--- src/hdl/lkv_pkg.sv ---
`timescale 1ns / 1ps
// Shared types and constants for the LRU key/value cache.
package lkv_pkg;

    localparam int MAX_ENTRIES_DEFAULT = 16;
    localparam int CFG_W               = 5;
    localparam int KEY_W               = 32;
    localparam int VAL_W               = 32;
    localparam logic [CFG_W-1:0] CAPACITY_RESET = 5'd16;

    // Operation that the controller asks of the datapath in one cycle.
    typedef enum logic [2:0] {
        OP_NONE,
        OP_LOAD,
        OP_SEARCH,
        OP_UPDATE,
        OP_COMMIT
    } lkv_op_t;

    typedef struct packed {
        logic scan_done;
        logic need_update;
        logic out_busy;
    } lkv_status_t;

endpackage

--- src/hdl/lru_key_value_cache.sv ---
`timescale 1ns / 1ps
// A get hit or any put scans the entry memories twice, for the search and the rank update;
// a get miss scans them once. Each scan reads the entry memories one entry per cycle.
// Throughput: one request at a time; the next is accepted the cycle after the result is
// registered, and the result register lets it be accepted while the result waits.
// Reset clears all valid bits and the fill count at once; capacity returns to 16.
module lru_key_value_cache #(
    parameter int MAX_ENTRIES = lkv_pkg::MAX_ENTRIES_DEFAULT
) (
    input  logic                              clk,
    input  logic                              rst_n,
    input  logic                              cfg_write_enable,
    input  logic [lkv_pkg::CFG_W-1:0]         entries_in_use,
    input  logic                              in_valid,
    output logic                              in_stall,
    input  logic                              mode,
    input  logic signed [lkv_pkg::KEY_W-1:0]  lookup_key,
    input  logic signed [lkv_pkg::VAL_W-1:0]  write_value,
    output logic                              out_valid,
    input  logic                              out_stall,
    output logic                              hit,
    output logic signed [lkv_pkg::VAL_W-1:0]  read_value,
    output logic                              evicted,
    output logic signed [lkv_pkg::KEY_W-1:0]  evicted_key
);
    import lkv_pkg::*;

    lkv_op_t     op;
    lkv_status_t status;

    lkv_ctrl u_ctrl (
        .clk      (clk),
        .rst_n    (rst_n),
        .in_valid (in_valid),
        .in_stall (in_stall),
        .status   (status),
        .op       (op)
    );

    lkv_datapath #(
        .MAX_ENTRIES (MAX_ENTRIES)
    ) u_datapath (
        .clk              (clk),
        .rst_n            (rst_n),
        .op               (op),
        .status           (status),
        .cfg_write_enable (cfg_write_enable),
        .entries_in_use   (entries_in_use),
        .mode             (mode),
        .lookup_key       (lookup_key),
        .write_value      (write_value),
        .out_stall        (out_stall),
        .out_valid        (out_valid),
        .hit              (hit),
        .read_value       (read_value),
        .evicted          (evicted),
        .evicted_key      (evicted_key)
    );

endmodule

--- src/hdl/lkv_ctrl.sv ---
`timescale 1ns / 1ps
// Controller state machine that sequences the search, rank update and commit of a request.
module lkv_ctrl (
    input  logic                clk,
    input  logic                rst_n,
    input  logic                in_valid,
    output logic                in_stall,
    input  lkv_pkg::lkv_status_t status,
    output lkv_pkg::lkv_op_t    op
);
    import lkv_pkg::*;

    typedef enum logic [2:0] {
        ST_IDLE,
        ST_SEARCH,
        ST_CHECK,
        ST_UPDATE,
        ST_COMMIT
    } state_t;

    state_t state_reg;
    state_t state_next;

    always_comb
    begin
        state_next = state_reg;
        op         = OP_NONE;
        unique case (state_reg)
            ST_IDLE:
            begin
                if (in_valid)
                begin
                    op         = OP_LOAD;
                    state_next = ST_SEARCH;
                end
            end
            ST_SEARCH:
            begin
                op = OP_SEARCH;
                if (status.scan_done)
                begin
                    state_next = ST_CHECK;
                end
            end
            ST_CHECK:
            begin
                // A get miss leaves every rank as it is.
                state_next = status.need_update ? ST_UPDATE : ST_COMMIT;
            end
            ST_UPDATE:
            begin
                op = OP_UPDATE;
                if (status.scan_done)
                begin
                    state_next = ST_COMMIT;
                end
            end
            ST_COMMIT:
            begin
                if (!status.out_busy)
                begin
                    op         = OP_COMMIT;
                    state_next = ST_IDLE;
                end
            end
            default:
            begin
                state_next = ST_IDLE;
            end
        endcase
    end

    always_ff @(posedge clk or negedge rst_n)
    begin
        if (!rst_n)
        begin
            state_reg <= ST_IDLE;
        end
        else
        begin
            state_reg <= state_next;
        end
    end

    assign in_stall = (state_reg != ST_IDLE);

    a_accept_starts_search: assert property (@(posedge clk) disable iff (!rst_n)
        (in_valid && !in_stall) |=> (state_reg == ST_SEARCH))
        else $error("accepted request did not start a search");

    a_commit_needs_room: assert property (@(posedge clk) disable iff (!rst_n)
        (op == OP_COMMIT) |-> !status.out_busy)
        else $error("commit issued while the result register is held");

endmodule

--- src/hdl/lkv_datapath.sv ---
`timescale 1ns / 1ps
// Datapath: entry memories, valid bits, scan pipeline, search trackers and result register.
module lkv_datapath #(
    parameter int MAX_ENTRIES = lkv_pkg::MAX_ENTRIES_DEFAULT
) (
    input  logic                              clk,
    input  logic                              rst_n,
    input  lkv_pkg::lkv_op_t                  op,
    output lkv_pkg::lkv_status_t              status,
    input  logic                              cfg_write_enable,
    input  logic [lkv_pkg::CFG_W-1:0]         entries_in_use,
    input  logic                              mode,
    input  logic signed [lkv_pkg::KEY_W-1:0]  lookup_key,
    input  logic signed [lkv_pkg::VAL_W-1:0]  write_value,
    input  logic                              out_stall,
    output logic                              out_valid,
    output logic                              hit,
    output logic signed [lkv_pkg::VAL_W-1:0]  read_value,
    output logic                              evicted,
    output logic signed [lkv_pkg::KEY_W-1:0]  evicted_key
);
    import lkv_pkg::*;

    localparam int IDX_W  = (MAX_ENTRIES > 1) ? $clog2(MAX_ENTRIES) : 1;
    localparam int RANK_W = IDX_W;
    localparam int CNT_W  = $clog2(MAX_ENTRIES + 1);
    localparam int CMP_W  = (CNT_W > CFG_W) ? CNT_W : CFG_W;

    // Entry storage.
    logic signed [KEY_W-1:0]  key_mem  [MAX_ENTRIES];
    logic signed [VAL_W-1:0]  val_mem  [MAX_ENTRIES];
    logic        [RANK_W-1:0] rank_mem [MAX_ENTRIES];
    logic [MAX_ENTRIES-1:0]   valid_reg;
    logic [CNT_W-1:0]         count_reg;
    logic [CFG_W-1:0]         cap_reg;

    // Captured request.
    logic                     req_mode_reg;
    logic signed [KEY_W-1:0]  req_key_reg;
    logic signed [VAL_W-1:0]  req_val_reg;

    // Scan pipeline.
    logic [CNT_W-1:0]         addr_reg;
    logic                     rd_vld_reg;
    logic [IDX_W-1:0]         rd_idx_reg;
    logic signed [KEY_W-1:0]  key_rd_reg;
    logic signed [VAL_W-1:0]  val_rd_reg;
    logic [RANK_W-1:0]        rank_rd_reg;
    logic                     vld_rd_reg;

    // Search trackers.
    logic                     found_reg;
    logic [IDX_W-1:0]         found_idx_reg;
    logic signed [VAL_W-1:0]  found_val_reg;
    logic [RANK_W-1:0]        found_rank_reg;
    logic                     lru_have_reg;
    logic [IDX_W-1:0]         lru_idx_reg;
    logic signed [KEY_W-1:0]  lru_key_reg;
    logic                     free_have_reg;
    logic [IDX_W-1:0]         free_idx_reg;

    // Result register.
    logic                     out_valid_reg;
    logic                     hit_reg;
    logic signed [VAL_W-1:0]  read_value_reg;
    logic                     evicted_reg;
    logic signed [KEY_W-1:0]  evicted_key_reg;

    logic             scanning;
    logic             scan_done;
    logic             issue;
    logic [IDX_W-1:0] addr_idx;
    logic             search_step;
    logic             key_match;
    logic             lru_match;
    logic [CMP_W-1:0] cap_ext;
    logic [CMP_W-1:0] max_ext;
    logic [CMP_W-1:0] cap_eff;
    logic             evict;
    logic             insert;
    logic             commit;
    logic [IDX_W-1:0] commit_slot;
    logic             rank_inc;
    logic             rank_we;
    logic [IDX_W-1:0] rank_waddr;
    logic [RANK_W-1:0] rank_wdata;
    logic             val_we;
    logic             key_we;

    assign scanning  = (op == OP_SEARCH) || (op == OP_UPDATE);
    assign scan_done = rd_vld_reg && (rd_idx_reg == IDX_W'(MAX_ENTRIES - 1));
    assign issue     = scanning && !scan_done && (addr_reg < CNT_W'(MAX_ENTRIES));
    assign addr_idx  = addr_reg[IDX_W-1:0];

    // Capacity of zero acts as one; anything above the storage depth acts as the depth.
    assign cap_ext = CMP_W'(cap_reg);
    assign max_ext = CMP_W'(MAX_ENTRIES);
    always_comb
    begin
        if (cap_reg == '0)
        begin
            cap_eff = CMP_W'(1);
        end
        else if (cap_ext > max_ext)
        begin
            cap_eff = max_ext;
        end
        else
        begin
            cap_eff = cap_ext;
        end
    end

    assign evict  = (CMP_W'(count_reg) >= cap_eff) && (count_reg != '0) && lru_have_reg;
    assign insert = !found_reg && req_mode_reg && (evict || free_have_reg);
    assign commit = (op == OP_COMMIT);
    assign commit_slot = found_reg ? found_idx_reg : (evict ? lru_idx_reg : free_idx_reg);

    assign search_step = (op == OP_SEARCH) && rd_vld_reg;
    assign key_match   = vld_rd_reg && (key_rd_reg == req_key_reg);
    assign lru_match   = vld_rd_reg && (CNT_W'(rank_rd_reg) == (count_reg - CNT_W'(1)));

    // On a hit only entries more recent than the hit entry age; on an insert all valid ones do.
    assign rank_inc = (op == OP_UPDATE) && rd_vld_reg && vld_rd_reg &&
                      (found_reg ? (rank_rd_reg < found_rank_reg) : 1'b1);
    assign rank_we    = rank_inc || (commit && (found_reg || insert));
    assign rank_waddr = commit ? commit_slot : rd_idx_reg;
    assign rank_wdata = commit ? '0 : (rank_rd_reg + RANK_W'(1));
    assign val_we     = commit && ((found_reg && req_mode_reg) || insert);
    assign key_we     = commit && insert;

    always_ff @(posedge clk or negedge rst_n)
    begin
        if (!rst_n)
        begin
            addr_reg   <= '0;
            rd_vld_reg <= 1'b0;
        end
        else if (op == OP_LOAD)
        begin
            addr_reg   <= '0;
            rd_vld_reg <= 1'b0;
        end
        else if (scanning)
        begin
            if (scan_done)
            begin
                addr_reg   <= '0;
                rd_vld_reg <= 1'b0;
            end
            else if (issue)
            begin
                addr_reg   <= addr_reg + CNT_W'(1);
                rd_vld_reg <= 1'b1;
            end
            else
            begin
                rd_vld_reg <= 1'b0;
            end
        end
    end

    always_ff @(posedge clk)
    begin
        if (issue)
        begin
            key_rd_reg  <= key_mem[addr_idx];
            val_rd_reg  <= val_mem[addr_idx];
            rank_rd_reg <= rank_mem[addr_idx];
            vld_rd_reg  <= valid_reg[addr_idx];
            rd_idx_reg  <= addr_idx;
        end
        if (rank_we)
        begin
            rank_mem[rank_waddr] <= rank_wdata;
        end
        if (val_we)
        begin
            val_mem[commit_slot] <= req_val_reg;
        end
        if (key_we)
        begin
            key_mem[commit_slot] <= req_key_reg;
        end
    end

    always_ff @(posedge clk)
    begin
        if (op == OP_LOAD)
        begin
            req_mode_reg <= mode;
            req_key_reg  <= lookup_key;
            req_val_reg  <= write_value;
        end
    end

    always_ff @(posedge clk or negedge rst_n)
    begin
        if (!rst_n)
        begin
            found_reg     <= 1'b0;
            lru_have_reg  <= 1'b0;
            free_have_reg <= 1'b0;
        end
        else if (op == OP_LOAD)
        begin
            found_reg     <= 1'b0;
            lru_have_reg  <= 1'b0;
            free_have_reg <= 1'b0;
        end
        else if (search_step)
        begin
            if (key_match)
            begin
                found_reg <= 1'b1;
            end
            if (lru_match)
            begin
                lru_have_reg <= 1'b1;
            end
            if (!vld_rd_reg)
            begin
                free_have_reg <= 1'b1;
            end
        end
    end

    // The first match in slot order wins, as does the first free slot.
    always_ff @(posedge clk)
    begin
        if (search_step)
        begin
            if (key_match && !found_reg)
            begin
                found_idx_reg  <= rd_idx_reg;
                found_val_reg  <= val_rd_reg;
                found_rank_reg <= rank_rd_reg;
            end
            if (lru_match && !lru_have_reg)
            begin
                lru_idx_reg <= rd_idx_reg;
                lru_key_reg <= key_rd_reg;
            end
            if (!vld_rd_reg && !free_have_reg)
            begin
                free_idx_reg <= rd_idx_reg;
            end
        end
    end

    always_ff @(posedge clk or negedge rst_n)
    begin
        if (!rst_n)
        begin
            valid_reg <= '0;
            count_reg <= '0;
            cap_reg   <= CAPACITY_RESET;
        end
        else
        begin
            if (cfg_write_enable)
            begin
                cap_reg <= entries_in_use;
            end
            if (commit && insert)
            begin
                valid_reg[commit_slot] <= 1'b1;
                if (!evict)
                begin
                    count_reg <= count_reg + CNT_W'(1);
                end
            end
        end
    end

    always_ff @(posedge clk or negedge rst_n)
    begin
        if (!rst_n)
        begin
            out_valid_reg <= 1'b0;
        end
        else if (commit)
        begin
            out_valid_reg <= 1'b1;
        end
        else if (!out_stall)
        begin
            out_valid_reg <= 1'b0;
        end
    end

    always_ff @(posedge clk)
    begin
        if (commit)
        begin
            hit_reg         <= found_reg;
            read_value_reg  <= (found_reg && !req_mode_reg) ? found_val_reg : '0;
            evicted_reg     <= insert && evict;
            evicted_key_reg <= (insert && evict) ? lru_key_reg : '0;
        end
    end

    assign status.scan_done   = scan_done;
    assign status.need_update = found_reg || insert;
    assign status.out_busy    = out_valid_reg && out_stall;

    assign out_valid   = out_valid_reg;
    assign hit         = hit_reg;
    assign read_value  = read_value_reg;
    assign evicted     = evicted_reg;
    assign evicted_key = evicted_key_reg;

    a_count_matches_valid: assert property (@(posedge clk) disable iff (!rst_n)
        $countones(valid_reg) == int'(count_reg))
        else $error("fill count disagrees with the valid bits");

    a_count_in_range: assert property (@(posedge clk) disable iff (!rst_n)
        count_reg <= CNT_W'(MAX_ENTRIES))
        else $error("fill count above storage depth");

    a_evict_only_on_miss: assert property (@(posedge clk) disable iff (!rst_n)
        (out_valid_reg && evicted_reg) |-> !hit_reg)
        else $error("eviction reported on a hit");

endmodule

--- config.mk ---
export PLATFORM = sky130hd
export DESIGN_NAME = lru_key_value_cache
export DESIGN_NICKNAME = d
export VERILOG_FILES = /design/src/hdl/lkv_pkg.sv /design/src/hdl/lru_key_value_cache.sv /design/src/hdl/lkv_ctrl.sv /design/src/hdl/lkv_datapath.sv
export SDC_FILE = /design/constraint.sdc
export NUM_CORES = 1
export LEC_CHECK = 0
export ABC_AREA = 1
export BUFFER_PORTS_ARGS = -buffer_cell sky130_fd_sc_hd__buf_2
export CAP_MARGIN = 10
export CORE_AREA = 2 2 333 335
export DETAILED_ROUTE_END_ITERATION = 10
export DIE_AREA = 0 0 335 337
export HOLD_SLACK_MARGIN = 0.12
export PLACE_DENSITY = 0.66
export SLEW_MARGIN = 20
export SYNTH_ARGS = -nofsm -noshare
export SYNTH_HDL_FRONTEND = slang
export SYNTH_SLANG_ARGS = --single-unit
--- constraint.sdc ---
create_clock -name clk -period 4.9 [get_ports clk]
set_input_delay 0.98 -clock clk [delete_from_list [all_inputs] [get_ports clk]]
set_output_delay 0.98 -clock clk [all_outputs]
set_load 0.03 [all_outputs]
* Yosys cells after proc, flatten, opt, wreduce, memory -nomap -nowiden
Memory sizes are Yosys's and may differ from the RTL's. A register that Yosys moved wholly into a read port is not among the register bits. Cells that the tools add are included.
Cells by class: equal/unequal tests 17, add/sub/neg operators 4, order comparisons 7, muxes and demuxes 45, reductions and logical operators 53, bitwise gates (word level) 2
Operator list (count):
- $eq 32x32->1 | 1
- $mux 5 | 6
- $mux 1 | 25
- $logic_and 1x1->1 | 24
- $mux 3 | 6
- $mux 4 | 4
- $or 16x16->16 | 1
- $reduce_and 2->1 | 8
- $pmux 3 s5 | 1
- $eq 3x2->1 const B | 4
- $pmux 3 s4 | 1
- $add 5x1->5 const B | 2
- $lt 4x5->1 const B | 2
- $reduce_bool 2->1 | 4
- $eq 3x1->1 const B | 2
- $eq 3x3->1 const B | 2
- $logic_not 1->1 | 6
- $ne 2x1->1 const B | 3
- $ne 2x2->1 const B | 3
- $reduce_bool 3->1 | 2
- $eq 4x5->1 | 1
- $ge 5x5->1 | 1
- $gt 5x5->1 const B | 1
- $logic_not 5->1 | 1
- 13 further kinds | 17
Storage, ports and cells: memories 3, output and inout bits 68, flip-flop bits (word level) 255, memory bits (writable) 1088, logic and storage cells 156
Memory list:
- u_datapath.key_mem | words 16, width 32, read ports 1, clocked after memory_dff 1, write ports 1, RTL line lkv_datapath.sv:30 | logic signed [KEY_W-1:0] key_mem [MAX_ENTRIES];
- u_datapath.val_mem | words 16, width 32, read ports 1, clocked after memory_dff 1, write ports 1, RTL line lkv_datapath.sv:31 | logic signed [VAL_W-1:0] val_mem [MAX_ENTRIES];
- u_datapath.rank_mem | words 16, width 4, read ports 1, clocked after memory_dff 1, write ports 1, RTL line lkv_datapath.sv:32 | logic [RANK_W-1:0] rank_mem [MAX_ENTRIES];

* Logic depth before layout (Yosys ltp)
word-level depth 13, mapped depth 18, depth with buffers taken out 17

* Hierarchy
Synthesis repeated with hierarchy kept, for this count alone.
Unflattened totals: cell total of the unflattened synthesis 3930, area total of the unflattened synthesis 54529.8 um^2
Modules (own cells, without submodules):
- lkv_datapath | area each 54325.9 um^2, cells an instance 3899, times used 1, sequential area each 42101.6 um^2
- lkv_ctrl | area each 203.9 um^2, cells an instance 31, times used 1, sequential area each 75.1 um^2

* Least setup slack after synthesis
Ideal clock, no wire load.
path type input to register, start point input in_valid, end point register u_datapath.addr_reg[3], data required time 4.812 ns, path buffers 0, setup slack 0.058 ns, cell stages on the path 7, arrival time 4.754 ns, cell sequence inv_1 > nor2_1 > inv_1 > nand2_1 > inv_1 > o21ai_0 > nor3b_1
On the way: longest elaborated chain between the ends 8, elaborated cells on any way between the ends 12
Ends and longest elaborated chain:
- start: declaration | RTL line lru_key_value_cache.sv:14 | input logic in_valid,
- $mux 1 (*) | RTL line lkv_ctrl.sv:31 | if (in_valid)
- $pmux 3 s4 (*) | RTL line lkv_ctrl.sv:28 | unique case (state_reg)
- $eq 3x2->1 | RTL line lkv_datapath.sv:90 | assign scanning = (op == OP_SEARCH) || (op == OP_UPDATE);
- $logic_or 1x1->1 | RTL line lkv_datapath.sv:90
- $logic_and 1x1->1 (2 in a row) | RTL line lkv_datapath.sv:92 | assign issue = scanning && !scan_done && (addr_reg < CNT_W'(MAX_ENTRIES));
- $reduce_bool 3->1 (no line)
- $reduce_and 2->1 (no line)
- end signal: assignment | RTL line lkv_datapath.sv:153 | addr_reg <= addr_reg + CNT_W'(1);
- end: declaration | RTL line lkv_datapath.sv:43 | logic [CNT_W-1:0] addr_reg;
Mark *: on every way between the ends. The rest lies on a longest branch, timed or not. A chain may end at the register's enable or synchronous reset.

* Worst setup path in the final report
start point register u_datapath.cap_reg[1] (netlist: u_datapath.cap_ext[1]), end point memory u_datapath.val_mem[15][19], enable pin
On the way: longest elaborated chain between the ends 12, elaborated cells on any way between the ends 15
Ends and longest elaborated chain:
- start: declaration | RTL line lkv_datapath.sv:35 | logic [CFG_W-1:0] cap_reg;
- start signal: assignment | RTL line lkv_datapath.sv:263 | cap_reg <= entries_in_use;
- $gt 5x5->1 | RTL line lkv_datapath.sv:104 | else if (cap_ext > max_ext)
- $mux 5 | RTL line lkv_datapath.sv:104
- $mux 5 (*) | RTL line lkv_datapath.sv:100 | if (cap_reg == '0)
- $ge 5x5->1 (*) | RTL line lkv_datapath.sv:114 | assign evict = (CMP_W'(count_reg) >= cap_eff) && (count_reg != '0) && lru_have_reg;
- $logic_and 1x1->1 (*) (2 in a row) | RTL line lkv_datapath.sv:114
- $logic_or 1x1->1 | RTL line lkv_datapath.sv:115 | assign insert = !found_reg && req_mode_reg && (evict || free_have_reg);
- $logic_and 1x1->1 | RTL line lkv_datapath.sv:115
- $logic_or 1x1->1 | RTL line lkv_datapath.sv:129 | assign val_we = commit && ((found_reg && req_mode_reg) || insert);
- $logic_and 1x1->1 | RTL line lkv_datapath.sv:129
- $mux 1 | RTL line lkv_datapath.sv:177 | if (val_we)
- $mux 1 (not written as such) | RTL line lkv_datapath.sv:179 | val_mem[commit_slot] <= req_val_reg;
- end: declaration | RTL line lkv_datapath.sv:31
Marks and branches as above.

==> impl_metrics.tcl <==
set metrics [dict create \
    status "complete, no violations" \
    start_kind "flip-flop" \
    hold_buffers 0 \
    htree_levels 4 \
    cp-end-kind "flip-flop" \
    die_w_um 335 \
    cts-root-buf "clkbuf_16" \
    reg2reg_depth 16 \
    grt_pass1_wl_um 193000 \
    largestRegisters "u_datapath.key_mem x512, u_datapath.val_mem x512, u_datapath.rank_mem x64" \
    cp_data_required_time_ps 5280 \
    totalWireLength_um 129000 \
    cp.arrival_ps 4130 \
    period_needed_ps 3740 \
    start_util_pct 49.6 \
    synth_top_area_share_pct 75.8 \
    synth_top_area_cell "edfxtp_1" \
    endpoint "u_datapath.val_mem[15][19]" \
    synthCells 3853 \
    post-route-drc-count 0 \
    setup_slack_ps 1160 \
    finalSetupViolations 0 \
    cts-buffers-inserted 143 \
    stdcell_count 5500 \
    reg2reg_to "u_datapath.val_mem[15][19]" \
    ant_nets 0 \
    pwr_density_cell_nw_per_um2 570 \
    fmax_mhz 267 \
    finalPower_mw 34.9 \
    worstSetupPathType "flip-flop to flip-flop" \
    cts_resized 0 \
    routedWlPerCell_um 23.5 \
    ys_seq_elements 1411 \
    yosysMostFrequentCell "edfxtp_1" \
    dieHeight_um 337 \
    synth_common_cells "1372 x edfxtp_1, 676 x nor2_1, 569 x o21ai_0, 212 x o221ai_1, 193 x nand2_1" \
    synth-compound-area-share_pct 10.5 \
    drive_above_1_share_pct 12.2 \
    grt_util_all_layers_pct 22.8 \
    slew_headroom_pct 20.5 \
    clock_sinks 1411 \
    slew_viol_final 0 \
    synth_mux_area_share_pct 0 \
    clk_pin_slew_ps 60 \
    grt_pass1_vias 30900 \
    syn_to_final_growth_pct 12.5 \
    synth_cell_type_count 41 \
    vias 32200 \
    row_count 122 \
    cts_setup_buffers 0 \
    grt_start_max_net_pins 225 \
    power.leakage_nw 20.4 \
    tns_ps 0 \
    startpoint "u_datapath.cap_ext[1]" \
    rrSetupSlack_ps 1160 \
    reg2reg_from "u_datapath.cap_ext[1]" \
    firstDrtPassIters 5 \
    placed_area_um2 56700 \
    synthAdderAreaFrac_pct 0.276 \
    ys.flop_type "edfxtp_1" \
    vdd_drop_max_mv 0.560 \
    clock_latency_ps 760 \
    antenna_found_initial 2 \
    synthXorXnorAreaFrac_pct 0.306 \
    port_buffers 142 \
    post-place-ws_ps 1160 \
    gp_congestion 0.821 \
    synthTopCellsByArea "edfxtp_1 76%, o21ai_0 5.2%, nor2_1 4.7%, o221ai_1 3.4%, dfrtp_1 1.7%" \
    coreArea_um2 110000 \
    grt_overflow_total 0 \
    finalHoldViolCount 0 \
    synth_top_family_by_area "compound AO/OA/AOI/OAI gates" \
    drtIter0Drc 3754 \
    die_area_um2 113000 \
    period_share_pct 76.4 \
    syn_area_um2 54400 \
    nets 4053 \
    max_cap_viol_count 0 \
    final_util_pct 55.8 \
    cts_tree "done" \
    ys_seq_area_share_pct 77.6 \
    worstMarginPinSlew_ps 1190 \
    hpwl_um 70700 \
    synth-async-reset-ratio_pct 2.76 \
    postSynthAreaPerCell_um2 14.1 \
    synthSimpleGateAreaFrac_pct 8.27 \
    ioPinCount 143 \
    vias_per_cell 5.85 \
    final_area_um2 61100 \
    hold_ws_ps 302 \
    worst_hold_path_type "input port to async pin" \
    yosysWarnings 0 \
    rsz0062_at_grt "false" \
    clock_skew_ps 26.0 \
    clk_path_buf_depth 3 \
    placedCellCount 5247 \
    synth_nets 3940 \
    cp_max_fo 32 \
    synth-edff-count 1372 \
]
critical path, cell delays in order, from the launching register on:
cell and delay [ps]:
dfrtp_1 390, inv_1 70, nand4_1 100, nand2_1 110
nand2_1 70, ha_1 290, inv_1 40, a21oi_1 110
nand2_1 100, nand3_4 120, nand2_4 140, nand2_1 100
nand2_2 80, nand2_1 150, nand3_2 630, nor2_4 270
buf_4 570
cells by family after synthesis:
logic type	Yosys count
xor gates and xnor gates	19
AOI/OAI and AO/OA	934
adders and majority gates	12
and+or+nand+nor	1060
buffers and inverters	417
DFF	1411
placed cells by master, fill, tap and decap left out, types with 35 or more instances in the layout:
cell,count
edfxtp_1,1372
nor2_1,655
nand3_1,128
o21ai_0,569
buf_2,142
clkbuf_1,35
clkbuf_16,146
o221ai_1,212
o22ai_1,65
o211ai_1,60
nand2_1,193
buf_4,58
inv_1,150
how the worst min path moves through the flow:
stage,from,to,slack [ps],depth (start not counted)
2_1_floorplan,u_datapath.val_rd_reg[0],u_datapath.found_val_reg[0],400,0
3_3_place_gp,u_datapath.val_rd_reg[5],u_datapath.found_val_reg[5],400,0
3_5_place_dp,u_datapath.val_rd_reg[19],u_datapath.found_val_reg[19],400,0
4_1_cts,rst_n,u_datapath.addr_reg[2],300,2
5_1_grt,rst_n,u_datapath.out_valid,340,2
6_report,rst_n,u_datapath.out_valid,300,2
where the power goes:
group	internal, mW	switching (mW)
registers	14.8	0.951
logic	2.33	6.35
clock network	5.94	4.45
total	23.1	11.7
layout make-up:
class	instances	area [µm²]
multi-input cells	2025	10700
repair buffers	210	1350
diodes	1	2.50
clock inverters	68	604
well taps	1426	1780
flip-flops and latches	1411	42200
inverters	175	694
fillers	8604	48500
clock buffers	184	3830
metal layers:
layer | track usage (%) | share of wire, % | vias to the layer above | routed length (µm)
met5 | 0 | 0 | - | 0
met4 | 6.96 | 2.3 | 0 | 3020
met3 | 4.42 | 8.8 | 186 | 11300
met2 | 35.2 | 46 | 1379 | 59600
met1 | 33.1 | 43 | 16000 | 55300
li1 | - | - | 14600 | -
Power figures use the tool's default switching activity.
